### src/rtl/fpa_pkg.sv
// fpa_pkg: constants, payload and control types for the frame pixel averager
// no dependencies; imported by every module of the block
`default_nettype none
package fpa_pkg;

	localparam int MAX_PIXELS  = 1024;
	localparam int MAX_WINDOW  = 64;
	localparam int SAMPLE_BITS = 16;

	localparam int POS_W   = $clog2(MAX_PIXELS);
	localparam int SLOT_W  = $clog2(MAX_WINDOW);
	localparam int HIST_AW = POS_W + SLOT_W;

	localparam int SMP_W   = 16;
	localparam int ACC_W   = 24;
	localparam int N_W     = 7;
	localparam int BASE_W  = 26;
	localparam int P_W     = 25;
	localparam int ALPHA_W = 25;
	localparam int FRAC_W  = 24;

	localparam int DVD_W  = 33;
	localparam int DVS_W  = 26;
	localparam int STEP_W = 6;

	localparam int PADDR_W = 5;
	localparam int PDATA_W = 32;
	localparam int RIDX_W  = 3;

	localparam logic [P_W-1:0]   ONE_Q24 = P_W'(1) << FRAC_W;
	localparam logic [ACC_W-1:0] MASK24  = '1;

	localparam logic [N_W-1:0] RESET_N     = N_W'(50);
	localparam logic [BASE_W-1:0] RESET_B  = BASE_W'(17116135);
	localparam logic [P_W-1:0] RESET_INV_B = P_W'(16445002);

	localparam logic [STEP_W-1:0] ALPHA_STEPS = STEP_W'(FRAC_W);
	localparam logic [STEP_W-1:0] MEAN_STEPS  = STEP_W'(DVD_W);

	// register indexes
	localparam logic [RIDX_W-1:0] REG_ENABLE = 3'd0;
	localparam logic [RIDX_W-1:0] REG_MODE   = 3'd1;
	localparam logic [RIDX_W-1:0] REG_WINDOW = 3'd2;
	localparam logic [RIDX_W-1:0] REG_BASE   = 3'd3;
	localparam logic [RIDX_W-1:0] REG_INV_B  = 3'd4;

	typedef struct packed {
		logic [SMP_W-1:0] sample;
		logic             frame_end;
	} pix_t;

	typedef struct packed {
		logic [ACC_W-1:0] averaged;
		logic             frame_end_res;
		logic [N_W-1:0]   frames_in_average;
	} avg_t;

	typedef struct packed {
		logic              enable;
		logic              mode;
		logic [N_W-1:0]    window_frames;
		logic [BASE_W-1:0] base_q24;
		logic [P_W-1:0]    inv_base_q24;
		logic              restart;
	} cfg_t;

	typedef struct packed {
		logic               rd;
		logic               acc_we;
		logic               hist_we;
		logic [POS_W-1:0]   acc_addr;
		logic [HIST_AW-1:0] hist_addr;
		logic [ACC_W-1:0]   acc_wdata;
		logic [SMP_W-1:0]   hist_wdata;
	} store_req_t;

	typedef struct packed {
		logic              start;
		logic [DVS_W-1:0]  preload;
		logic [DVD_W-1:0]  dividend;
		logic [DVS_W-1:0]  divisor;
		logic [STEP_W-1:0] steps;
	} div_req_t;

	typedef enum logic [2:0] {
		S_IDLE,
		S_ALPHA,
		S_READ,
		S_CALC,
		S_MUL,
		S_DIV,
		S_DONE
	} state_t;

endpackage
`default_nettype wire

### src/rtl/fpa_div.sv
// fpa_div: restoring divider, one quotient bit per cycle
// depends on fpa_pkg; shared by the blend weight and the window mean
`default_nettype none
module fpa_div
	import fpa_pkg::*;
(
	input  wire logic             clk,
	input  wire logic             arst_n,
	input  div_req_t              req,
	output logic                  done,
	output logic      [DVD_W-1:0] quo
);

	logic              busy_q;
	logic              done_q;
	logic [STEP_W-1:0] cnt_q;
	logic [DVS_W-1:0]  rem_q;
	logic [DVS_W-1:0]  dvs_q;
	logic [DVD_W-1:0]  dvd_q;
	logic [DVD_W-1:0]  quo_q;
	logic [DVS_W:0]    rem2;
	logic              ge;
	logic [DVS_W:0]    rem_nxt;

	assign rem2    = {rem_q, dvd_q[DVD_W-1]};
	assign ge      = rem2 >= {1'b0, dvs_q};
	assign rem_nxt = ge ? rem2 - {1'b0, dvs_q} : rem2;

	always_ff @(posedge clk or negedge arst_n) begin
		if (!arst_n) begin
			busy_q <= 1'b0;
			done_q <= 1'b0;
			cnt_q  <= '0;
		end else begin
			done_q <= 1'b0;
			if (req.start) begin
				busy_q <= 1'b1;
				cnt_q  <= req.steps;
			end else if (busy_q) begin
				cnt_q <= cnt_q - STEP_W'(1);
				if (cnt_q == STEP_W'(1)) begin
					busy_q <= 1'b0;
					done_q <= 1'b1;
				end
			end
		end
	end

	always_ff @(posedge clk) begin
		if (req.start) begin
			rem_q <= req.preload;
			dvd_q <= req.dividend;
			dvs_q <= req.divisor;
			quo_q <= '0;
		end else if (busy_q) begin
			rem_q <= rem_nxt[DVS_W-1:0];
			dvd_q <= {dvd_q[DVD_W-2:0], 1'b0};
			quo_q <= {quo_q[DVD_W-2:0], ge};
		end
	end

	assign done = done_q;
	assign quo  = quo_q;

endmodule
`default_nettype wire

### config.mk
export PLATFORM = sky130hd
export DESIGN_NAME = fpa_div
export DESIGN_NICKNAME = d
export VERILOG_FILES = /design/src/rtl/fpa_pkg.sv /design/src/rtl/fpa_div.sv
export SDC_FILE = /design/constraint.sdc
export NUM_CORES = 1
export LEC_CHECK = 0
export BUFFER_PORTS_ARGS = -buffer_cell sky130_fd_sc_hd__buf_2
export CAP_MARGIN = 20
export CORE_MARGIN = 4
export CORE_UTILIZATION = 51
export CTS_CLUSTER_DIAMETER = 60
export DETAILED_ROUTE_END_ITERATION = 12
export HOLD_SLACK_MARGIN = 0.12
export PLACE_DENSITY = 0.75
export SETUP_SLACK_MARGIN = 0.02
export SYNTH_ARGS = -nofsm -noshare
export SYNTH_HDL_FRONTEND = slang
export SYNTH_SLANG_ARGS = --single-unit
### constraint.sdc
create_clock -name clk -period 5.5 [get_ports clk]
set_input_delay 1.1 -clock clk [delete_from_list [all_inputs] [get_ports clk]]
set_output_delay 1.1 -clock clk [all_outputs]
set_load 0.005 [all_outputs]
* Yosys cells after proc, flatten, opt, wreduce, memory -nomap -nowiden
Index checks and enable logic that the tools add are counted.
Storage, ports and cells: flip-flop bits (word level) 126, bits of input ports 94, output and inout bits 34, logic and storage cells 25
Operators by class: $add $sub $neg 2, magnitude comparators 1, eq/ne operators 1, muxes and demuxes 13, reduce and logical (&&, ||, !) cells 1
Operators with widths (count):
- 2-to-1 mux 26 bit | 3
- 2-to-1 mux 33 bit | 2
- greater-or-equal comparator 27 x 26 -> 1 bit | 1
- subtractor 26 bit | 1
- 2-to-1 mux 6 bit | 2
- == test 6 x 1 -> 1 bit, second input constant | 1
- 2-to-1 mux 1 bit | 6
- subtractor 6 x 1 -> 6 bit, second input constant | 1
- nonzero test 2 bit | 1

* Depth between registers and ports, before layout
Gate-level depths: netlist of run 1.
word-level depth 4, gate-level depth with buffers 15, mapped depth without buffers 13

* Worst setup path before layout of run 1
No wires, ideal clock.
path type input-to-reg, start input req[91] (netlist bit), end register dvd_q[0] (enable), library setup time 413 ps, data arrival time 2838 ps, data required time 5087 ps, path slack 2249 ps, stages on the path 4, path buffers 2, cells stage by stage clkbuf_1 -> clkbuf_1 -> nor2_1 -> inv_1
Between the ends: cells in the longest elaborated chain, start to end 1
Ends and longest elaborated chain:
- start, declared | line fpa_div.sv:9 | input div_req_t req,
- nonzero test 2 bit (no source line)
- end signal, assigned | line fpa_div.sv:52 | dvd_q <= req.dividend;
- end signal, assigned | line fpa_div.sv:57 | dvd_q <= {dvd_q[DVD_W-2:0], 1'b0};
- end, declared | line fpa_div.sv:19 | logic [DVD_W-1:0] dvd_q;
No other way between the ends. A chain may end at the register's enable or synchronous reset.

* Final worst setup path of run 1
start register rem_q[5], end register rem_q[3], data pin
Between the ends: cells in the longest elaborated chain, start to end 4
Ends and longest elaborated chain:
- start, declared | line fpa_div.sv:17 | logic [DVS_W-1:0] rem_q;
- start signal, assigned | line fpa_div.sv:51 | rem_q <= req.preload;
- start signal, assigned | line fpa_div.sv:56 | rem_q <= rem_nxt[DVS_W-1:0];
- greater-or-equal comparator 27 x 26 -> 1 bit | line fpa_div.sv:26 | assign ge = rem2 >= {1'b0, dvs_q};
- 2-to-1 mux 26 bit | line fpa_div.sv:27 | assign rem_nxt = ge ? rem2 - {1'b0, dvs_q} : rem2;
- 2-to-1 mux 26 bit | line fpa_div.sv:55 | end else if (busy_q) begin
- 2-to-1 mux 26 bit | line fpa_div.sv:50 | if (req.start) begin
No other way between the ends. The select of a mux whose other input is x is not followed.

==> results_dict.tcl, run 1 <==
set metrics [dict create \
    outcome "complete, no violations" \
    synth-async-reset-ratio_pct 6.349 \
    fmax_ghz 0.2925 \
    drc 0 \
    start_util_pct 51.93 \
    num-fill-cells 1027 \
    crit_start "rem_q[5]" \
    yosysUniqueCellTypes 59 \
    numClockSinks 126 \
    die_y_microns 121.1 \
    worstSetupPathType "flop to flop" \
    finalCriticalPeriod_ns 3.419 \
    ctsResizeCount 0 \
    synth.avg_cell_area_sq_um 11.23 \
    report.final.slew_viol_count 0 \
    power.density_nw_per_um2 497.5 \
    synth-seq-cells 126 \
    min_from "quo[32]" \
    rr_startpoint "rem_q[5]" \
    synthCells 581 \
    track_usage_pct 18.90 \
    drive_above_1_share_pct 29.26 \
    clockPowerShare_pct 29.5 \
    cts.path.max_buffers 2 \
    hp-class "flop to flop" \
    io_buffers 127 \
    synthFlopType "edfxtp_1" \
    drt-initial-drc-count 251 \
    hold_viol 0 \
    tns_ns 0 \
    ff2ff_path_depth 11 \
    p_leak_nw 3.731 \
    worst_pin_slew_ns 1.038 \
    netlist_area_sq_um 6526 \
    antenna_left 0 \
    cts_buffers 17 \
    hpwl_mm 9.332 \
    slowest_stage "or4_1" \
    routed_wirelength_mm 13.32 \
    ios 128 \
    rsz0062_at_grt "no" \
    fp.dieW_microns 121.1 \
    grt_pass1_wl_mm 21.91 \
    grt_max_degree 91 \
    seq_power_share_pct 33.3 \
    grt_pass1_vias 4834 \
    routabilityCongestion 0.9002 \
    layout.cells.most_common "buf_2" \
    reg2reg_slack_ns 2.08 \
    yosysWarnings 0 \
    ys_seq_area_share_pct 52.30 \
    critical_path.max_stage_delay_ns 0.52 \
    pwr-share-comb_pct 37.2 \
    num_rows 41 \
    via_count 4746 \
    core_region_area_sq_um 12570 \
    reg2reg_to "rem_q[3]" \
    required_ns 5.66 \
    clkLatencyLatePin_ns 0.42 \
    p_sw_mw 1.296 \
    dieArea_sq_um 14670 \
    power_mw 3.956 \
    first_pass_iters 5 \
    ir_drop_mv 0.2614 \
    area_growth_pct 21.82 \
    power.share.switching_pct 32.77 \
    fin_skew_ns 0.01015 \
    nNetsFinal 831 \
    setup_viol 0 \
    tritoncts "yes" \
    mostFrequentLayoutCells "126 x buf_2, 85 x edfxtp_1, 54 x nor2_1" \
    worstSetupStartpointType "flop" \
    antenna_found_initial 1 \
    cts_setup_buffers 0 \
    critPathCaptureType "flop" \
    endpoint "rem_q[3]" \
    h-tree-depth 4 \
    synth_edf_count 85 \
    ctsHoldBuffers 0 \
    cp.arrival_ns 3.58 \
    internal_power_mw 2.659 \
    synth.net_count 704 \
    wl_per_cell_microns 14.88 \
    cts-root-buf "clkbuf_16" \
    clkTransAtPathRegs_ns 0.06 \
    crit_chain "ha_1, nand2_2, or4_1, a31o_1, a21oi_2, o21ai_2, a21oi_2, o31a_1, buf_4, mux2_2, mux2_2" \
    crit_fanout 13 \
    globalRoute.totalOverflow 0 \
    drv_cap 0 \
    vias_per_cell 5.303 \
    fin_crit_sh_pct 62.16 \
    slew_headroom_pct 30.77 \
]
## sequential cells by signal (all words and copies together) (netlist names)
| signal | flops |
|---|---|
| done | 1 |
| busy_q | 1 |
| cnt_q | 6 |
| dvs_q | 26 |
| dvd_q | 33 |
| rem_q | 26 |
| quo | 33 |
## worst max-delay path: cells and delay by family (launching register included)
kind	cells	cell delay (ns)
compound gates	5	0.89
buf+inv	1	0.24
mux	2	0.62
flops	1	0.41
fa+ha+maj	1	0.41
simple gates	2	0.60
## worst min-delay path by stage
stage | to | slack [ns] | cells after the start
2_1_floorplan | quo[32] | 0.49 | 2
3_3_place_gp | quo[32] | 0.47 | 2
3_5_place_dp | quo[32] | 0.48 | 2
4_1_cts | quo[32] | 0.50 | 2
5_1_grt | cnt_q[2] | 0.52 | 1
6_report | quo[32] | 0.49 | 2
## power groups by stage
| stage | clock network (mW) | registers [mW] | logic, mW |
|---|---|---|---|
| after global placement | 0 | 1.32 | 1.43 |
| after CTS | 1.19 | 1.32 | 1.47 |
| final | 1.17 | 1.32 | 1.47 |
| after floorplan | 0 | 1.29 | 1.23 |
| after detailed placement | 0 | 1.33 | 1.47 |
| after global routing | 1.23 | 1.34 | 1.64 |
## metrics by stage
stage	hold slack, ns	area (sq um)	setup slack [ns]	std cells	util (%)
detailed placement	0.4841	7303	2.102	861	58.11
CTS	0.5013	7945	2.075	893	63.22
global route	0.5205	7945	1.841	893	63.22
finish	0.4925	7950	2.081	895	63.26
floorplan	0.4854	6526	2.249	581	-
global placement	0.4716	7303	2.161	861	58.11
## per-layer routing
| metal | global-route usage, % | routed length [microns] |
|---|---|---|
| met3 | 8.159 | 1104 |
| met5 | 0 | 13 |
| met4 | 7.720 | 228 |
| met2 | 30.91 | 6355 |
| met1 | 21.75 | 5615 |
## layout make-up
| type | count | area [sq um] | area share (%) |
|---|---|---|---|
| diodes | 2 | 5.005 | 0.06295 |
| clock inverters | 4 | 31.28 | 0.3935 |
| repair buffers | 131 | 680.7 | 8.562 |
| flip-flops and latches | 126 | 3415 | 42.95 |
| well taps | 172 | 215.2 | 2.707 |
| multi-input cells | 393 | 2846 | 35.80 |
| inverters | 39 | 146.4 | 1.841 |
| clock buffers | 28 | 610.6 | 7.680 |
## kinds of logic after synthesis
group	Yosys count	synth area share (%)
flops	126	52.30
xor+xnor	24	3.221
simple gates	154	11.16
mux	87	14.07
fa+ha+maj	29	5.675
compound gates	99	9.490
buf+inv	62	4.084
## synthesized netlist by cell type (3+ instances only)
library cell,n,area [sq um]
and2_1,4,25.02
mux2_2,37,416.7
buf_1,7,26.28
or3_1,3,18.77
o21ai_1,19,95.09
a21oi_1,24,120.1
edfxtp_1,85,2552
nor3b_1,4,30.03
a21o_1,9,67.56
dfxtp_1,33,660.6
xnor2_1,16,140.1
mux2i_1,49,490.5
o21ai_0,17,85.08
clkbuf_1,11,41.29
nand3_1,7,35.03
nor3_1,8,40.04
inv_1,39,146.4
nor2b_1,6,37.54
xor2_1,8,70.07
a21oi_2,3,26.28
nand2_1,42,157.7
dfrtp_1,8,200.2
nand4_1,3,18.77
ha_1,28,350.3
o211ai_1,4,30.03
nor2_1,54,202.7
o21a_1,3,22.52
nand2b_1,8,50.05
Note: power is estimated with default switching activity, not from simulation.
==> run 2: changes to the inputs <==
==> constraint.sdc (replaced) <==
create_clock -name clk -period 3.3 [get_ports clk]
set_input_delay 0.66 -clock clk [delete_from_list [all_inputs] [get_ports clk]]
set_output_delay 0.66 -clock clk [all_outputs]
set_load 0.005 [all_outputs]
==> results_dict.tcl, run 2 (synthesis results as in run 1) <==
set metrics [dict create \
    outcome "complete, no violations" \
    crit_fanout 5 \
    setup_viol 0 \
    area_growth_pct 22.93 \
    dp_cells 869 \
    rsz0062_at_grt "no" \
    critical_path.max_stage_delay_ns 0.51 \
    slowest_stage "or4_1" \
    grt_pass1_vias 4787 \
    drive_above_1_share_pct 30.97 \
    holdPathStages 1 \
    io_buffers 127 \
    antenna_left 0 \
    stdcell_count 905 \
    dr_wl_met3_mm 1.059 \
    globalRoute.totalOverflow 0 \
    fp.dieW_microns 121.1 \
    ff2ff_path_depth 11 \
    antenna_found_initial 4 \
    die_y_microns 121.1 \
    diodes 0 \
    mostFrequentLayoutCells "127 x buf_2, 85 x edfxtp_1, 54 x nor2_1" \
    wirelength_met1_mm 5.851 \
    worst_pin_slew_ns 0.6575 \
    ir_drop_mv 0.5171 \
    wl_met2_mm 6.439 \
    cts.path.max_buffers 2 \
    cp.arrival_ns 3.31 \
    grt_pass1_wl_mm 22.20 \
    hpwl_mm 9.542 \
    routed_wirelength_mm 13.61 \
    dieArea_sq_um 14670 \
    slew_headroom_pct 55.87 \
    p_leak_nw 3.778 \
    h-tree-depth 4 \
    via_count 4743 \
    hp-class "input pin to flop" \
    required_ns 3.47 \
    clkLatencyLatePin_ns 0.42 \
    crit_chain "ha_4, nand2_2, or4_1, a31o_1, a21oi_2, o21ai_2, a21oi_2, o31a_1, buf_6, mux2_2, mux2_2" \
    core_region_area_sq_um 12570 \
    tns_ns 0 \
    power.density_nw_per_um2 823.6 \
    clkTransAtPathRegs_ns 0.06 \
    fmax_ghz 0.3182 \
    drc 0 \
    report.final.slew_viol_count 0 \
    layout.cells.most_common "buf_2" \
    drv_cap 0 \
    routabilityCongestion 0.8641 \
    cts-root-buf "clkbuf_16" \
    nNetsFinal 844 \
    drt-initial-drc-count 289 \
    vias_per_cell 5.241 \
    critPathCaptureType "flop" \
    wl_per_cell_microns 15.04 \
    numClockSinks 126 \
    tritoncts "yes" \
    track_usage_pct 19.23 \
    start_util_pct 51.93 \
    worstSetupPathType "flop to flop" \
    hold_viol 0 \
    fin_crit_sh_pct 95.24 \
    cts_buffers 17 \
    grt_max_degree 91 \
    first_pass_iters 4 \
    finalCriticalPeriod_ns 3.143 \
    num_rows 41 \
    fin_skew_ns 0.007797 \
    highest_layer "met5" \
    ios 128 \
    worstSetupStartpointType "flop" \
]
## run 2: cell types whose count changed in the layout (fill, tap and decap cells not counted), moves of 2 or more
cell       delta
diode_2       -2
clkbuf_4      -2
inv_6         +2
clkbuf_16     -3
inv_4         +2
clkbuf_8      -2
buf_6         +2
buf_4         +7
## run 2: worst max-delay path, delay by kind of cell (launching register included)
| kind | cells | cell delay [ns] |
|---|---|---|
| compound gates | 5 | 0.86 |
| buf+inv | 1 | 0.13 |
| simple gates | 2 | 0.57 |
| flops | 1 | 0.43 |
| mux | 2 | 0.57 |
| fa+ha+maj | 1 | 0.33 |
## run 2: final timing paths
kind / from / endpoint / slack, ns
max in group asynchronous: arst_n / busy_q / 2.49
worst min register to register: quo[32] / quo[32] / 0.50
worst max register to register: rem_q[5] / rem_q[3] / 0.16
worst min-delay path: req[13] / dvs_q[7] / 0.42
min in group asynchronous: arst_n / cnt_q[2] / 0.62
worst max-delay path: rem_q[5] / rem_q[3] / 0.16
## run 2: timing repair
action | CTS | global route
setup buffers | 0 | 3
endpoints found under the setup margin | 1 | 26
gates resized for setup | 1 | 10
hold buffers | 1 | 0
pin swaps | 0 | 6
hold endpoints to repair | 8 | 0
gates cloned | 0 | 1
## run 2: per-stage QoR
stage / total power [mW] / setup WS (ns) / hold slack [ns] / util [%] / area (sq um)
final: 6.608 / 0.1569 / 0.4163 / 63.83 / 8023
after global routing: 7.062 / 0.02178 / 0.3975 / 63.83 / 8023
after CTS: 6.525 / 0.01815 / 0.4003 / 63.32 / 7959
after detailed placement: 4.710 / 0.03138 / 0.4875 / 58.69 / 7376
after global placement: 4.633 / 0.1399 / 0.4715 / 58.69 / 7376
after floorplan: 4.208 / 0.1754 / 0.3644 / - / 6526
## run 2: power breakdown
group          switching [mW]  internal [mW]
combinational            1.37           1.27
sequential              0.153           2.03
clock                   0.708           1.08
total                    2.23           4.38
## run 2: routing by layer
metal	up-vias	track usage, %
met4	8	5.807
met5	-	0
met3	27	8.904
li1	2371	-
met2	122	31.09
met1	2215	22.94
## run 2: layout make-up
class,instances,area (sq um)
clock buffer,21,494.2
clock inverter,10,75.07
fill,1030,4546
inverter,39,146.4
multi-input combinational,393,2872
sequential,126,3415
tap,172,215.2
timing repair buffer,144,805.8
==> run 3: changes to the inputs <==
--- a/config.mk
+++ b/config.mk
@@ -13,6 +13,7 @@
 export DETAILED_ROUTE_END_ITERATION = 12
 export HOLD_SLACK_MARGIN = 0.12
 export PLACE_DENSITY = 0.75
+export RECOVER_POWER = 100
 export SETUP_SLACK_MARGIN = 0.02
 export SYNTH_ARGS = -nofsm -noshare
 export SYNTH_HDL_FRONTEND = slang
==> results_dict.tcl, run 3 (synthesis results as in run 1) <==
set metrics [dict create \
    outcome "complete, but fails checks" \
    violations "capacitance limit, slew limit" \
    io_buffers 127 \
    via_count 4745 \
    grt_pass1_wl_mm 22.20 \
    setup_viol 0 \
    power.share.switching_pct 33.74 \
    clkLatencyLatePin_ns 0.42 \
    required_ns 3.47 \
    clockPowerShare_pct 27.1 \
    diodes 0 \
    p_sw_mw 2.225 \
    drv_cap 3 \
    hp-class "input pin to flop" \
    h-tree-depth 4 \
    routed_wirelength_mm 13.59 \
    grt_max_degree 91 \
    internal_power_mw 4.369 \
    fin_skew_ns 0.01014 \
    fin_util_pct 63.32 \
    wl_per_cell_microns 15.01 \
    critPathCaptureType "flop" \
    ir_drop_mv 0.5172 \
    finalCriticalPeriod_ns 3.143 \
    p_leak_nw 3.666 \
    slowest_stage "or4_1" \
    mostFrequentLayoutCells "105 x buf_2, 85 x edfxtp_1, 54 x nor2_1" \
    numClockSinks 126 \
    cts-root-buf "clkbuf_16" \
    layout.cells.most_common "buf_2" \
    slew_headroom_pct -59.16 \
    grt_pass1_vias 4787 \
    power.density_nw_per_um2 828.4 \
    antenna_found_initial 4 \
    cts_buffers 17 \
    drc 0 \
    worstSetupPathType "flop to flop" \
    globalRoute.totalOverflow 0 \
    track_usage_pct 19.23 \
    fin_crit_sh_pct 95.23 \
    cts.path.max_buffers 2 \
    fmax_ghz 0.3182 \
    critical_path.max_stage_delay_ns 0.51 \
    crit_chain "ha_4, nand2_2, or4_1, a31o_1, a21oi_2, o21ai_2, a21oi_2, o31a_1, buf_6, mux2_2, mux2_2" \
    dieArea_sq_um 14670 \
    area_growth_pct 21.95 \
    crit_fanout 5 \
    pwr-share-comb_pct 39.7 \
    tns_ns 0 \
    routabilityCongestion 0.8641 \
    report.final.slew_viol_count 189 \
    hold_viol 0 \
    drt-initial-drc-count 273 \
    ios 128 \
    first_pass_iters 4 \
    rsz0062_at_grt "no" \
    seq_power_share_pct 33.2 \
    clkTransAtPathRegs_ns 0.06 \
    start_util_pct 51.93 \
    antenna_left 0 \
    tritoncts "yes" \
    drive_above_1_share_pct 27.69 \
    hpwl_mm 9.542 \
    vias_per_cell 5.243 \
    worst_pin_slew_ns 2.387 \
    nNetsFinal 844 \
    cp.arrival_ns 3.31 \
    fp.dieW_microns 121.1 \
    worstSetupStartpointType "flop" \
    core_region_area_sq_um 12570 \
    num_rows 41 \
    die_y_microns 121.1 \
]
run 3: layout make-up:
class	count	area (sq um)
fill	1049	4609
sequential	126	3415
timing repair buffer	144	742.0
tap	172	215.2
multi-input combinational	393	2872
clock inverter	10	75.07
inverter	39	146.4
clock buffer	21	494.2
run 3: power groups by stage:
stage / clock (mW) / combinational [mW] / sequential (mW)
after floorplan: 0 / 2.05 / 2.16
after detailed placement: 0 / 2.51 / 2.20
after global placement: 0 / 2.43 / 2.20
after CTS: 1.82 / 2.52 / 2.18
final: 1.78 / 2.62 / 2.19
after global routing: 1.90 / 2.93 / 2.22
run 3: final timing paths:
kind | startpoint | end | slack [ns] | depth (start not counted)
setup / recovery | rem_q[5] | rem_q[3] | 0.16 | 11
hold / removal | req[28] | dvs_q[22] | 0.42 | 1
setup reg to reg | rem_q[5] | rem_q[3] | 0.16 | 11
hold reg to reg | quo[32] | quo[32] | 0.50 | 2
max in group asynchronous | arst_n | busy_q | 2.25 | 2
min in group asynchronous | arst_n | cnt_q[2] | 0.71 | 2
run 3: critical path, delay by kind of cell (launching register included):
kind,cells,cell delay [ns]
AOI/OAI and AO/OA,5,0.86
muxes,2,0.57
buffers and inverters,1,0.13
adders and majority gates,1,0.33
and+or+nand+nor,2,0.57
DFF,1,0.43
run 3: per-stage QoR:
stage          std cells  instance area (sq um)  hold WS [ns]  setup slack [ns]  total power, mW
2_1_floorplan        581                   6526        0.3644            0.1754            4.208
3_3_place_gp         869                   7376        0.4715            0.1399            4.633
3_5_place_dp         869                   7376        0.4875           0.03138            4.710
4_1_cts              901                   7959        0.4003           0.01815            6.525
5_1_grt              905                   7959        0.3975           0.01592            7.046
6_report             905                   7959        0.4171            0.1573            6.593
run 3: metal layers:
layer  vias to the layer above  track usage (%)  wire, microns
met5                         -                0             55
met4                         8            5.807            184
met3                        25            8.904           1082
met2                       129            31.09           6451
met1                      2212            22.94           5813
li1                       2371                -              -
run 3: timing repair:
action	in CTS	in global routing
endpoints found under the setup margin	1	26
gates resized for setup	1	10
pin swaps	0	6
hold buffers	1	0
buffers inserted	0	3
gates cloned	0	1
endpoints found under the hold margin	8	0
