**src/rtl/fpa_pkg.sv**
```systemverilog
// fpa_pkg: constants, payload and control types for the frame pixel averager
// no dependencies; imported by every module of the block
`default_nettype none
package fpa_pkg;

	localparam int MAX_PIXELS  = 1024;
	localparam int MAX_WINDOW  = 64;
	localparam int SAMPLE_BITS = 16;

	localparam int POS_W   = $clog2(MAX_PIXELS);
	localparam int SLOT_W  = $clog2(MAX_WINDOW);
	localparam int HIST_AW = POS_W + SLOT_W;

	localparam int SMP_W   = 16;
	localparam int ACC_W   = 24;
	localparam int N_W     = 7;
	localparam int BASE_W  = 26;
	localparam int P_W     = 25;
	localparam int ALPHA_W = 25;
	localparam int FRAC_W  = 24;

	localparam int DVD_W  = 33;
	localparam int DVS_W  = 26;
	localparam int STEP_W = 6;

	localparam int PADDR_W = 5;
	localparam int PDATA_W = 32;
	localparam int RIDX_W  = 3;

	localparam logic [P_W-1:0]   ONE_Q24 = P_W'(1) << FRAC_W;
	localparam logic [ACC_W-1:0] MASK24  = '1;

	localparam logic [N_W-1:0] RESET_N     = N_W'(50);
	localparam logic [BASE_W-1:0] RESET_B  = BASE_W'(17116135);
	localparam logic [P_W-1:0] RESET_INV_B = P_W'(16445002);

	localparam logic [STEP_W-1:0] ALPHA_STEPS = STEP_W'(FRAC_W);
	localparam logic [STEP_W-1:0] MEAN_STEPS  = STEP_W'(DVD_W);

	// register indexes
	localparam logic [RIDX_W-1:0] REG_ENABLE = 3'd0;
	localparam logic [RIDX_W-1:0] REG_MODE   = 3'd1;
	localparam logic [RIDX_W-1:0] REG_WINDOW = 3'd2;
	localparam logic [RIDX_W-1:0] REG_BASE   = 3'd3;
	localparam logic [RIDX_W-1:0] REG_INV_B  = 3'd4;

	typedef struct packed {
		logic [SMP_W-1:0] sample;
		logic             frame_end;
	} pix_t;

	typedef struct packed {
		logic [ACC_W-1:0] averaged;
		logic             frame_end_res;
		logic [N_W-1:0]   frames_in_average;
	} avg_t;

	typedef struct packed {
		logic              enable;
		logic              mode;
		logic [N_W-1:0]    window_frames;
		logic [BASE_W-1:0] base_q24;
		logic [P_W-1:0]    inv_base_q24;
		logic              restart;
	} cfg_t;

	typedef struct packed {
		logic               rd;
		logic               acc_we;
		logic               hist_we;
		logic [POS_W-1:0]   acc_addr;
		logic [HIST_AW-1:0] hist_addr;
		logic [ACC_W-1:0]   acc_wdata;
		logic [SMP_W-1:0]   hist_wdata;
	} store_req_t;

	typedef struct packed {
		logic              start;
		logic [DVS_W-1:0]  preload;
		logic [DVD_W-1:0]  dividend;
		logic [DVS_W-1:0]  divisor;
		logic [STEP_W-1:0] steps;
	} div_req_t;

	typedef enum logic [2:0] {
		S_IDLE,
		S_ALPHA,
		S_READ,
		S_CALC,
		S_MUL,
		S_DIV,
		S_DONE
	} state_t;

endpackage
`default_nettype wire

```
**src/rtl/fpa_regs.sv**
```systemverilog
// fpa_regs: apb register file for the averager settings
// depends on fpa_pkg; flags a restart on enable or on any changed setting
`default_nettype none
module fpa_regs
	import fpa_pkg::*;
(
	input  wire logic               clk,
	input  wire logic               arst_n,
	input  wire logic               psel,
	input  wire logic               penable,
	input  wire logic               pwrite,
	input  wire logic [PADDR_W-1:0] paddr,
	input  wire logic [PDATA_W-1:0] pwdata,
	output logic      [PDATA_W-1:0] prdata,
	output logic                    pready,
	output cfg_t                    cfg
);

	logic              enable_q;
	logic              mode_q;
	logic [N_W-1:0]    window_q;
	logic [BASE_W-1:0] base_q;
	logic [P_W-1:0]    inv_b_q;
	logic              wr;
	logic              restart;
	logic [RIDX_W-1:0] idx;

	assign wr     = psel & penable & pwrite;
	assign idx    = paddr[PADDR_W-1:2];
	assign pready = 1'b1;

	always_comb begin
		restart = 1'b0;
		if (wr) begin
			unique case (idx)
				REG_ENABLE: restart = pwdata[0];
				REG_MODE:   restart = (mode_q != pwdata[0]);
				REG_WINDOW: restart = (window_q != pwdata[N_W-1:0]);
				REG_BASE:   restart = (base_q != pwdata[BASE_W-1:0]);
				REG_INV_B:  restart = (inv_b_q != pwdata[P_W-1:0]);
				default:    restart = 1'b0;
			endcase
		end
	end

	always_ff @(posedge clk or negedge arst_n) begin
		if (!arst_n) begin
			enable_q <= 1'b0;
			mode_q   <= 1'b1;
			window_q <= RESET_N;
			base_q   <= RESET_B;
			inv_b_q  <= RESET_INV_B;
		end else if (wr) begin
			unique case (idx)
				REG_ENABLE: enable_q <= pwdata[0];
				REG_MODE:   mode_q   <= pwdata[0];
				REG_WINDOW: window_q <= pwdata[N_W-1:0];
				REG_BASE:   base_q   <= pwdata[BASE_W-1:0];
				REG_INV_B:  inv_b_q  <= pwdata[P_W-1:0];
				default: begin
				end
			endcase
		end
	end

	always_comb begin
		unique case (idx)
			REG_ENABLE: prdata = PDATA_W'(enable_q);
			REG_MODE:   prdata = PDATA_W'(mode_q);
			REG_WINDOW: prdata = PDATA_W'(window_q);
			REG_BASE:   prdata = PDATA_W'(base_q);
			REG_INV_B:  prdata = PDATA_W'(inv_b_q);
			default:    prdata = '0;
		endcase
	end

	assign cfg = '{enable: enable_q, mode: mode_q, window_frames: window_q,
		base_q24: base_q, inv_base_q24: inv_b_q, restart: restart};

endmodule
`default_nettype wire

```
**config.mk**
```make
export PLATFORM = sky130hd
export DESIGN_NAME = fpa_regs
export DESIGN_NICKNAME = d
export VERILOG_FILES = /design/src/rtl/fpa_pkg.sv /design/src/rtl/fpa_regs.sv
export SDC_FILE = /design/constraint.sdc
export NUM_CORES = 1
export LEC_CHECK = 0
export BUFFER_PORTS_ARGS = -buffer_cell sky130_fd_sc_hd__buf_2
export CAP_MARGIN = 20
export CORE_UTILIZATION = 40
export DETAILED_ROUTE_END_ITERATION = 10
export HOLD_SLACK_MARGIN = 0.06
export PLACE_DENSITY = 0.76
export SLEW_MARGIN = 15
export SYNTH_ARGS = -nofsm -noshare
export SYNTH_HDL_FRONTEND = slang
export SYNTH_SLANG_ARGS = --single-unit
```
**constraint.sdc**
```tcl
create_clock -name clk -period 1.7 [get_ports clk]
set_input_delay 0.255 -clock clk [delete_from_list [all_inputs] [get_ports clk]]
set_output_delay 0.255 -clock clk [all_outputs]
set_load 0.03 [all_outputs]
```
Word level (Yosys, flattened, before mapping)
Index checks and enable logic that the tools add are counted.
{ "totals": {"regBits": 60, "ram_bits": 0, "mem_bits_ro": 0, "mem_count": 0, "latchBits": 0} }
{ "classes": {"addsub": 0, "order_cmp": 0, "multipliers": 0, "bitwise_logic": 2, "mux": 3, "reduce_logical": 6, "div": 0, "shifts": 0, "eq_ne": 8} }
{ "ops": {"columns": ["operator", "n"], "rows": [
  ["26-bit case mux with 5 select lines", 1],
  ["26-bit != test", 1],
  ["25-bit != test", 1],
  ["2-bit AND reduction", 5],
  ["7-bit != test", 1],
  ["3-bit by 2-bit == test with 1-bit output, second input constant", 2],
  ["1-bit case mux with 5 select lines", 1],
  ["3-bit by 1-bit == test with 1-bit output, second input constant", 1],
  ["3-bit == test, second input constant", 1],
  ["3-bit zero test", 1],
  ["1-bit AND", 2],
  ["1-bit 2-to-1 mux", 1],
  ["1-bit != test", 1]
]} }

Logic depth before layout (Yosys ltp)
Gate-level depths: netlist (run 1).
{ "logic_depth": {"depth_word": 3, "depth_mapped": 8, "ltp_nobuf": 5} }

Least setup slack after synthesis (run 1)
No wires, ideal clock.
{ "synth_timing": {"path_kind": "input to output", "from": "input paddr[3]", "to": "output cfg[0] (netlist name)", "slack_ns": -0.098, "stages": 8, "arrival_time_ns": 1.543, "path_buffers": 4, "cell_sequence": "buf_4 > nand2b_1 > buf_6 > nor3_4 > buf_8 > o21ai_0 > o311ai_0 > buf_4"} }
{ "synth_via": {"elab_chain_cells": 3} }
{ "synth_lines": {"columns": ["item", "line", "rtl"], "rows": [
  ["start, declared", "fpa_regs.sv:12", "input wire logic [PADDR_W-1:0] paddr,"],
  ["3-bit == test (tied with other cells)", "fpa_regs.sv:35", "unique case (idx)"],
  ["1-bit case mux with 5 select lines *", "fpa_regs.sv:35", null],
  ["1-bit 2-to-1 mux *", "fpa_regs.sv:34", "if (wr) begin"],
  ["end, declared", "fpa_regs.sv:16", "output cfg_t cfg"]
]} }
Mark *: on every way between the ends. The rest lies on a longest branch, timed or not.

==> impl_metrics.ini, run 1 <==
[yosys]
synth_largest_area_cell = sky130_fd_sc_hd__dfstp_2
commonest_cells_in_the_netlist = sky130_fd_sc_hd__xor2_1, sky130_fd_sc_hd__dfstp_2, sky130_fd_sc_hd__dfrtp_1, sky130_fd_sc_hd__mux2_4, sky130_fd_sc_hd__mux2_1
synth-main-ff-cell = sky130_fd_sc_hd__dfstp_2
yosys.cell_types.count = 37
synth-edff-count = 0
yosys_register_bits = 60
post_synth_main_area_contributors = sky130_fd_sc_hd__dfstp_2, sky130_fd_sc_hd__dfrtp_1, sky130_fd_sc_hd__xor2_1
post_synth.cell_area_avg_um2 = 12.5
post_synth_inst_count = 288
synthesis.yosys.warnings = 0
sequential_area_share_after_synthesis_pct = 42.7
synth_top_area_share_pct = 23.3
post_synth_instance_area_um2 = 3610
yosys.cell_count.top_type = sky130_fd_sc_hd__xor2_1
synth-async-reset-ratio_pct = 100

[sta]
final_period_minus_worst_setup_slack_ps = 2260
setup_ws_post_layout_ps = -560
rsz0062_at_grt = yes
worst_hold_slack_ps = 170
min_period_over_period_pct = 133
hold_viol_final = 0
finClkSkew_ps = 0
max_frequency_mhz = 443
setup_viol_count_final = 2
aggregate_negative_setup_slack_ps = -624
final_max_slew_violation_count = 0

[route]
totalWireLength_um = 10200
via_per_inst = 4.99
drc_violation_count_after_routing = 0
postRouteAntennaNets = 0
detail_route.first_pass.iterations = 5
drt-wirelength-per-cell_um = 16.8
drtIter0Drc = 100
vias = 3035

[place]
place.detailed.hpwl_um = 7620
dpl-instance-area_um2 = 4900
gp_routability_congestion = 0.803
port-buffer-count = 120

[worst_hold_path]
timing.hold.worst.class = in -> reg

[power]
vdd.ir_drop.worst_v = 0.000682
power_density_over_cell_area_nw_per_um2 = 1150
fin_total_pwr_mw = 6.07
comb_power_share_pct = 43.2
reg_power_share_pct = 33.4
share_clk_of_total_power_pct = 23.4
net-switching-power_mw = 2.26
static-leakage-power_nw = 2.72
cellInternalPower_mw = 3.81
sw_frac_of_total_pct = 37.2

[clock_tree]
cts_buffers = 9
clkLatencyLatePin_ps = 340
tritoncts_clock_tree = done
clockRootBuffer = sky130_fd_sc_hd__clkbuf_8
htree_num_levels = 3
clock_transition_time_at_the_flip_flop_clock_pins_of_the_worst_setup_and_hold_paths_ps = 70
cts_buffer_depth = 2
number_of_clock_sinks = 60

[grt]
overflow = 0
gr-usage-all-layers_pct = 21.7
grt_start_max_net_pins = 61
antenna_found_initial = 0
grt_pass1_wl_um = 15900
via_count_of_the_first_global_routing_pass = 3079

[floorplanning]
placeableCoreArea_um2 = 8720
io-pin-count = 136
die_area_um2 = 9410
dieWidth_um = 97.0
placement_rows = 34
fp.dieH_um = 97.0
initial_core_util_pct = 41.4

[worst_setup_path]
cp-end-kind = output port
crit_path_max_fanout = 2
crit_required_ps = 1440
setup_slack_of_the_most_critical_reg_to_reg_path_ps = 740
worstPathArrival_ps = 2000
criticalPathCategory = reg -> out
setup.worst_path.start_class = flop

[finish]
final_design_area_no_fill_um2 = 5290
fillCellCount = 689
utilization_pct = 60.7
area_growth_syn_to_layout_pct = 46.6
drive_above_1_share_pct = 64.8
antenna_cells_inserted = 0
fin_nets = 537

[outcome]
run_status = complete, but fails checks
failing_checks = negative setup slack

[job]
timing.max_cap.violations = 0
## worst max-delay path, stage by stage, from the launching register on
cell and delay, ps:
sky130_fd_sc_hd__dfrtp_2 410, sky130_fd_sc_hd__xor2_1 170, sky130_fd_sc_hd__nor4_2 410, sky130_fd_sc_hd__nand4_1 170, sky130_fd_sc_hd__o21ai_2 170, sky130_fd_sc_hd__o311ai_1 140, sky130_fd_sc_hd__buf_4 190
## power by group through the flow
stage	clock [mW]	combinational (mW)	sequential [mW]
3_5_place_dp	0	2.54	2.04
4_1_cts	1.44	2.59	2.03
2_1_floorplan	0	0.849	2.69
6_report	1.42	2.62	2.03
5_1_grt	1.51	2.77	2.06
3_3_place_gp	0	2.49	2.02
## area by class of cell
| class | instances | area, um^2 | share of cell area (%) |
|---|---|---|---|
| clock buffers | 11 | 141 | 2.67 |
| clock inverters | 5 | 75.1 | 1.42 |
| inverters | 2 | 7.51 | 0.142 |
| multi-input cells | 203 | 1910 | 36.1 |
| flip-flops and latches | 60 | 1540 | 29.2 |
| well taps | 108 | 135 | 2.55 |
| repair buffers | 219 | 1480 | 27.9 |
## final timing paths
kind                                         start  cells after the start                      end
setup / recovery           inv_b_q[16]$_DFFE_PN0P_                      6                   cfg[0]
hold / removal                          pwdata[25]                      2   base_q[25]$_DFFE_PN0P_
setup reg to reg           inv_b_q[16]$_DFFE_PN0P_                      2  inv_b_q[16]$_DFFE_PN0P_
hold reg to reg               enable_q$_DFFE_PN0P_                      1     enable_q$_DFFE_PN0P_
max in group asynchronous                   arst_n                      3       mode_q$_DFFE_PN1P_
min in group asynchronous                   arst_n                      3  window_q[6]$_DFFE_PN0P_
## state kept, by name, indices dropped and copies added (netlist names)
| signal | cells |
|---|---|
| base_q | 26 |
| enable_q | 1 |
| inv_b_q | 25 |
| window_q | 7 |
| mode_q | 1 |
## repair_timing
action,CTS,global route
hold buffers,1,0
cloned,0,1
endpoints found under the setup margin,4,15
resized for setup,12,38
setup buffers,1,2
pin swaps,5,4
hold endpoints to repair,28,0
## per-layer routing
metal,vias to the layer above,global-route usage [%],part of all wire (%)
li1,1422,-,-
met1,1498,28.0,44
met2,92,35.8,50
met3,23,3.90,3.6
met4,0,8.84,2.4
met5,-,0,0
## cells by family after synthesis
family	Yosys count	synth area share, %
simple gates	38	6.51
xor+xnor	58	14.1
compound gates	32	6.65
buf+inv	30	6.20
mux	68	23.7
other cells	2	0.208
flops	60	42.7
## placed cells by master (no fill, tap or decap), types with 9 or more instances in the layout
| cell type | Yosys | layout |
|---|---|---|
| sky130_fd_sc_hd__a22o_1 | 18 | 18 |
| sky130_fd_sc_hd__dfrtp_1 | 28 | 26 |
| sky130_fd_sc_hd__dfstp_2 | 32 | 32 |
| sky130_fd_sc_hd__mux2_1 | 19 | 19 |
| sky130_fd_sc_hd__clkbuf_8 | 0 | 10 |
| sky130_fd_sc_hd__nor4_1 | 13 | 9 |
| sky130_fd_sc_hd__mux2_2 | 16 | 16 |
| sky130_fd_sc_hd__xor2_1 | 51 | 51 |
| sky130_fd_sc_hd__buf_2 | 8 | 103 |
| sky130_fd_sc_hd__buf_4 | 11 | 101 |
| sky130_fd_sc_hd__mux2_4 | 26 | 26 |
## per-stage QoR
stage	std cells	setup slack [ps]
CTS	605	-565
floorplan	293	-13.4
global placement	588	-293
finish	608	-560
global route	608	-648
detailed placement	588	-346
Note: power is estimated with default switching activity, not from simulation.
==> inputs of run 2 (changes only) <==
- ABC_AREA: default -> 1
- PLACE_DENSITY: 0.76 -> 0.75
==> impl_metrics.ini, run 2 <==
[outcome]
run_status = complete, but fails checks
failing_checks = design-rule violations, negative setup slack

[route]
via_per_inst = 4.76
drt-wirelength-per-cell_um = 13.0
postRouteAntennaNets = 0
totalWireLength_um = 10500
detail_route.first_pass.iterations = 11
vias = 3853
drc_violation_count_after_routing = 9
drtIter0Drc = 213

[clock_tree]
clkLatencyLatePin_ps = 330
cts_buffer_depth = 2
htree_num_levels = 3
clockRootBuffer = sky130_fd_sc_hd__clkbuf_8
tritoncts_clock_tree = done
cts_buffers = 9
clock_transition_time_at_the_flip_flop_clock_pins_of_the_worst_setup_and_hold_paths_ps = 60
number_of_clock_sinks = 60

[yosys]
sequential_area_share_after_synthesis_pct = 41.6
post_synth_main_area_contributors = sky130_fd_sc_hd__dfstp_2, sky130_fd_sc_hd__nand2_1, sky130_fd_sc_hd__dfrtp_1
yosys.cell_count.top_type = sky130_fd_sc_hd__nand2_1
synthesis.yosys.warnings = 0
yosys.cell_types.count = 26
yosys_register_bits = 60
synth_top_area_share_pct = 22.7
post_synth.cell_area_avg_um2 = 7.09
synth-edff-count = 0
commonest_cells_in_the_netlist = sky130_fd_sc_hd__nand2_1, sky130_fd_sc_hd__inv_1, sky130_fd_sc_hd__o21ai_1, sky130_fd_sc_hd__nor2_1, sky130_fd_sc_hd__dfstp_2
synth-main-ff-cell = sky130_fd_sc_hd__dfstp_2
synth_largest_area_cell = sky130_fd_sc_hd__dfstp_2
synth-async-reset-ratio_pct = 100
post_synth_instance_area_um2 = 3700
post_synth_inst_count = 522

[worst_setup_path]
setup.worst_path.start_class = flop
crit_path_max_fanout = 2
crit_required_ps = 1440
cp-end-kind = output port
criticalPathCategory = reg -> out
worstPathArrival_ps = 1830

[place]
place.detailed.hpwl_um = 7800
gp_routability_congestion = 0.812
dpl-instance-area_um2 = 4780
port-buffer-count = 120
placed_cells_incl_taps = 792

[sta]
min_period_over_period_pct = 122
max_frequency_mhz = 481
setup_viol_count_final = 1
setup_ws_post_layout_ps = -380
final_max_slew_violation_count = 0
hold_viol_final = 0
final_period_minus_worst_setup_slack_ps = 2080
finClkSkew_ps = 0
worst_hold_slack_ps = 183
rsz0062_at_grt = yes
aggregate_negative_setup_slack_ps = -380

[grt]
gr-usage-all-layers_pct = 22.7
overflow = 0
via_count_of_the_first_global_routing_pass = 3654
grt_start_max_net_pins = 61
grt_pass1_wl_um = 17300
antenna_found_initial = 0

[floorplanning]
fp.dieH_um = 98.2
initial_core_util_pct = 41.8
io-pin-count = 136
placement_rows = 34
dieWidth_um = 98.2
placeableCoreArea_um2 = 8850
die_area_um2 = 9640

[finish]
antenna_cells_inserted = 0
utilization_pct = 57.4
drive_above_1_share_pct = 36.9
largest_register_ffs = 26
area_growth_syn_to_layout_pct = 37.2
final_design_area_no_fill_um2 = 5080
fillCellCount = 829
fin_nets = 738
layoutNonFillerInstCount = 809
most-common-layout-cells = sky130_fd_sc_hd__nand2_1, sky130_fd_sc_hd__buf_2, sky130_fd_sc_hd__buf_4
registers.top_by_ff_count = base_q
layout_commonest_cell = sky130_fd_sc_hd__nand2_1
biggestRegsByFlops = base_q: 26 flops, inv_b_q: 25 flops, window_q: 7 flops

[power]
vdd.ir_drop.worst_v = 0.000579
static-leakage-power_nw = 2.76
power_density_over_cell_area_nw_per_um2 = 1100

[worst_hold_path]
timing.hold.worst.class = in -> reg

[job]
timing.max_cap.violations = 0
run 2: changes by cell type after synthesis, moves of 18 or more:
| cell | before | now |
|---|---|---|
| sky130_fd_sc_hd__a22o_1 | 18 | 0 |
| sky130_fd_sc_hd__inv_1 | 1 | 62 |
| sky130_fd_sc_hd__mux2_1 | 19 | 0 |
| sky130_fd_sc_hd__mux2_4 | 26 | 0 |
| sky130_fd_sc_hd__nand2_1 | 8 | 198 |
| sky130_fd_sc_hd__nor2_1 | 2 | 36 |
| sky130_fd_sc_hd__o21ai_1 | 0 | 56 |
| sky130_fd_sc_hd__xor2_1 | 51 | 10 |
run 2: worst paths after layout:
path	cells after the start	start	slack, ps	endpoint
worst max-delay path	12	inv_b_q[9]$_DFFE_PN1P_	-380	cfg[0]
worst min-delay path	3	pwdata[7]	180	base_q[7]$_DFFE_PN1P_
worst max register to register	3	inv_b_q[1]$_DFFE_PN1P_	820	inv_b_q[1]$_DFFE_PN1P_
worst min register to register	2	base_q[18]$_DFFE_PN1P_	490	base_q[18]$_DFFE_PN1P_
max in group asynchronous	3	arst_n	930	window_q[5]$_DFFE_PN1P_
min in group asynchronous	3	arst_n	460	enable_q$_DFFE_PN0P_
run 2: area by class of cell:
type / count / area [um^2] / area share (%)
multi-input cells: 371 / 1780 / 35.1
flip-flops and latches: 60 / 1540 / 30.4
repair buffers: 184 / 1170 / 23.1
inverters: 70 / 268 / 5.27
clock buffers: 15 / 176 / 3.47
well taps: 108 / 135 / 2.66
clock inverters: 1 / 5.00 / 0.0985
run 2: layer usage:
metal  part of all wire (%)  vias up  GRT usage [%]
li1                       -     1952              -
met2                     49      120           39.3
met3                    6.0        9           5.37
met1                     44     1772           28.9
met5                      0        -              0
met4                   0.69        0           5.17
run 2: metrics by stage:
stage	power, mW	setup WS [ps]
global route	5.93	-546
finish	5.58	-380
CTS	5.58	-385
floorplan	3.47	10.7
detailed placement	4.35	-79.5
global placement	4.29	-85.4
run 2: report_power, final:
part           switching, mW  internal (mW)  leakage [nW]  total [mW]
combinational           1.48          0.881          1.97        2.36
clock                  0.542          0.649        0.0937        1.19
sequential             0.230           1.80         0.693        2.03
total                   2.25           3.33          2.76        5.58
run 2: repair_timing:
item | CTS | global route
hold endpoints to repair | 28 | 0
endpoints found under the setup margin | 4 | 14
gates resized for setup | 11 | 37
buffers inserted | 0 | 1
hold buffers | 1 | 0
pin swaps | 0 | 8
run 2: critical path, cell delays in order, from the launching register on:
cell                      delay (ps)
sky130_fd_sc_hd__dfstp_2         540
sky130_fd_sc_hd__inv_2            40
sky130_fd_sc_hd__nand2_1          40
sky130_fd_sc_hd__nand2_1          60
sky130_fd_sc_hd__nor2_2          150
sky130_fd_sc_hd__nand3_2         110
sky130_fd_sc_hd__nor2_2          110
sky130_fd_sc_hd__nand3_1          70
sky130_fd_sc_hd__nand2_1          60
sky130_fd_sc_hd__nand3_1          70
sky130_fd_sc_hd__nand2_1          80
sky130_fd_sc_hd__inv_2            50
sky130_fd_sc_hd__buf_6           130
run 2: cell families after synthesis:
family / count (synthesis) / share of synthesized area, %
simple gates: 249 / 26.9
buf+inv: 96 / 12.3
compound gates: 90 / 13.1
other cells: 2 / 0.203
flops: 60 / 41.6
xor+xnor: 25 / 5.92
==> inputs of run 3 (changes only) <==
- SETUP_SLACK_MARGIN: default -> 0.05
- SLEW_MARGIN: 15 -> default
==> impl_metrics.ini, run 3 (same netlist as run 2, synthesis figures left out) <==
[route]
drtIter0Drc = 213
vias = 3884
drt-wirelength-per-cell_um = 13.3
totalWireLength_um = 10800
via_per_inst = 4.77
drc_violation_count_after_routing = 8
detail_route.first_pass.iterations = 10
postRouteAntennaNets = 0

[power]
vdd.ir_drop.worst_v = 0.000682
static-leakage-power_nw = 2.78
power_density_over_cell_area_nw_per_um2 = 1090

[worst_setup_path]
cp-end-kind = output port
setup_slack_of_the_most_critical_reg_to_reg_path_ps = 820
rr_worst_depth = 3
critical_path.reg2reg.startpoint = inv_b_q[11]$_DFFE_PN1P_
worstPathArrival_ps = 1840
setup.worst_path.start_class = flop
crit_path_max_fanout = 2
criticalPathCategory = reg -> out
crit_required_ps = 1440
worst_r2r_endpoint = inv_b_q[11]$_DFFE_PN1P_

[sta]
setup_viol_count_final = 1
hold_viol_final = 0
finClkSkew_ps = 0
worst_hold_slack_ps = 189
min_period_over_period_pct = 123
setup_ws_post_layout_ps = -393
final_max_slew_violation_count = 0
rsz0062_at_grt = yes
max_frequency_mhz = 478
final_period_minus_worst_setup_slack_ps = 2090

[floorplanning]
io-pin-count = 136
placement_rows = 34
initial_core_util_pct = 41.8
placeableCoreArea_um2 = 8850
fp.dieH_um = 98.2
dieWidth_um = 98.2
die_area_um2 = 9640

[finish]
most-common-layout-cells = sky130_fd_sc_hd__nand2_1, sky130_fd_sc_hd__buf_2, sky130_fd_sc_hd__buf_4
layoutNonFillerInstCount = 814
area_growth_syn_to_layout_pct = 39.2
biggestRegsByFlops = base_q: 26 flops, inv_b_q: 25 flops, window_q: 7 flops
largest_register_ffs = 26
drive_above_1_share_pct = 38.8
layout_commonest_cell = sky130_fd_sc_hd__nand2_1
fin_nets = 743
registers.top_by_ff_count = base_q
utilization_pct = 58.2
antenna_cells_inserted = 0

[job]
timing.max_cap.violations = 0

[place]
port-buffer-count = 120
gp_routability_congestion = 0.828
place.detailed.hpwl_um = 7890
pre_cts_slack_ps = -88.5
placed_cells_incl_taps = 794

[grt]
antenna_found_initial = 0
grt_pass1_wl_um = 17400
grt_start_max_net_pins = 61
overflow = 0
gr-usage-all-layers_pct = 22.9
via_count_of_the_first_global_routing_pass = 3686

[worst_hold_path]
timing.hold.worst.class = in -> reg
whs_path_depth = 3
worstHoldStart = pwdata[25]
worst_hold_endpoint = base_q[25]$_DFFE_PN0P_

[clock_tree]
cts_buffers = 9
cts_buffer_depth = 2
clkLatencyLatePin_ps = 330
tritoncts_clock_tree = done
clock_transition_time_at_the_flip_flop_clock_pins_of_the_worst_setup_and_hold_paths_ps = 60
htree_num_levels = 3
clockRootBuffer = sky130_fd_sc_hd__clkbuf_8
number_of_clock_sinks = 60

[outcome]
failing_checks = design-rule violations, negative setup slack
run_status = complete, but fails checks
## run 3: changes by cell type in the layout (fill, tap and decap cells not counted), sizes merged
cell / previous run / this run
buf: 183 / 187
clkinv: 1 / 2
## run 3: worst max-delay path by stage
stage / start / endpoint / slack [ps] / depth (start not counted)
2_1_floorplan: base_q[6]$_DFFE_PN1P_ / cfg[0] / 20 / 12
3_3_place_gp: base_q[8]$_DFFE_PN1P_ / cfg[0] / -100 / 12
3_5_place_dp: inv_b_q[10]$_DFFE_PN1P_ / cfg[0] / -90 / 12
4_1_cts: base_q[8]$_DFFE_PN1P_ / cfg[0] / -390 / 12
5_1_grt: base_q[8]$_DFFE_PN1P_ / cfg[0] / -540 / 12
6_report: base_q[8]$_DFFE_PN1P_ / cfg[0] / -390 / 12
## run 3: what timing repair did
item | in CTS | in global routing
setup endpoints to repair | 11 | 15
pin swaps | 4 | 5
hold buffers | 1 | 0
hold endpoints to repair | 28 | 0
buffers inserted | 3 | 1
resized for setup | 23 | 38
## run 3: metrics by stage
stage,instance area [um^2],setup TNS [ps],power [mW]
2_1_floorplan,3720,0,3.47
3_3_place_gp,4780,-101,4.29
3_5_place_dp,4780,-88.5,4.36
4_1_cts,5050,-453,5.58
5_1_grt,5150,-614,5.94
6_report,5150,-393,5.61
## run 3: area by class of cell
cell class	count	area, um^2
timing repair buffer	189	1220
clock buffer	14	163
clock inverter	2	10.0
inverter	70	268
sequential	60	1540
tap	108	135
fill	862	3700
multi-input combinational	371	1810
## run 3: worst max-delay path, stage by stage (launching register included)
cell                      delay [ps]
sky130_fd_sc_hd__dfstp_2         540
sky130_fd_sc_hd__inv_2            40
sky130_fd_sc_hd__nand2_2          50
sky130_fd_sc_hd__nand2_2          60
sky130_fd_sc_hd__nor2_2          100
sky130_fd_sc_hd__nand2_1          70
sky130_fd_sc_hd__nor2_2          130
sky130_fd_sc_hd__nand2_1          70
sky130_fd_sc_hd__o21ai_1         110
sky130_fd_sc_hd__nand3_1          70
sky130_fd_sc_hd__nand2_1          70
sky130_fd_sc_hd__inv_2            50
sky130_fd_sc_hd__buf_6           130
## run 3: power breakdown
group | switching, mW | leakage, nW | internal (mW)
combinational | 1.51 | 1.99 | 0.908
sequential | 0.225 | 0.693 | 1.80
clock | 0.554 | 0.0905 | 0.606
## run 3: layer usage
layer | GRT usage (%) | share of wire (%) | vias to the layer above
li1 | - | - | 1958
met1 | 28.8 | 43 | 1791
met2 | 39.4 | 50 | 123
met3 | 5.58 | 6.0 | 12
met4 | 5.86 | 1.1 | 0
met5 | 0 | 0 | -
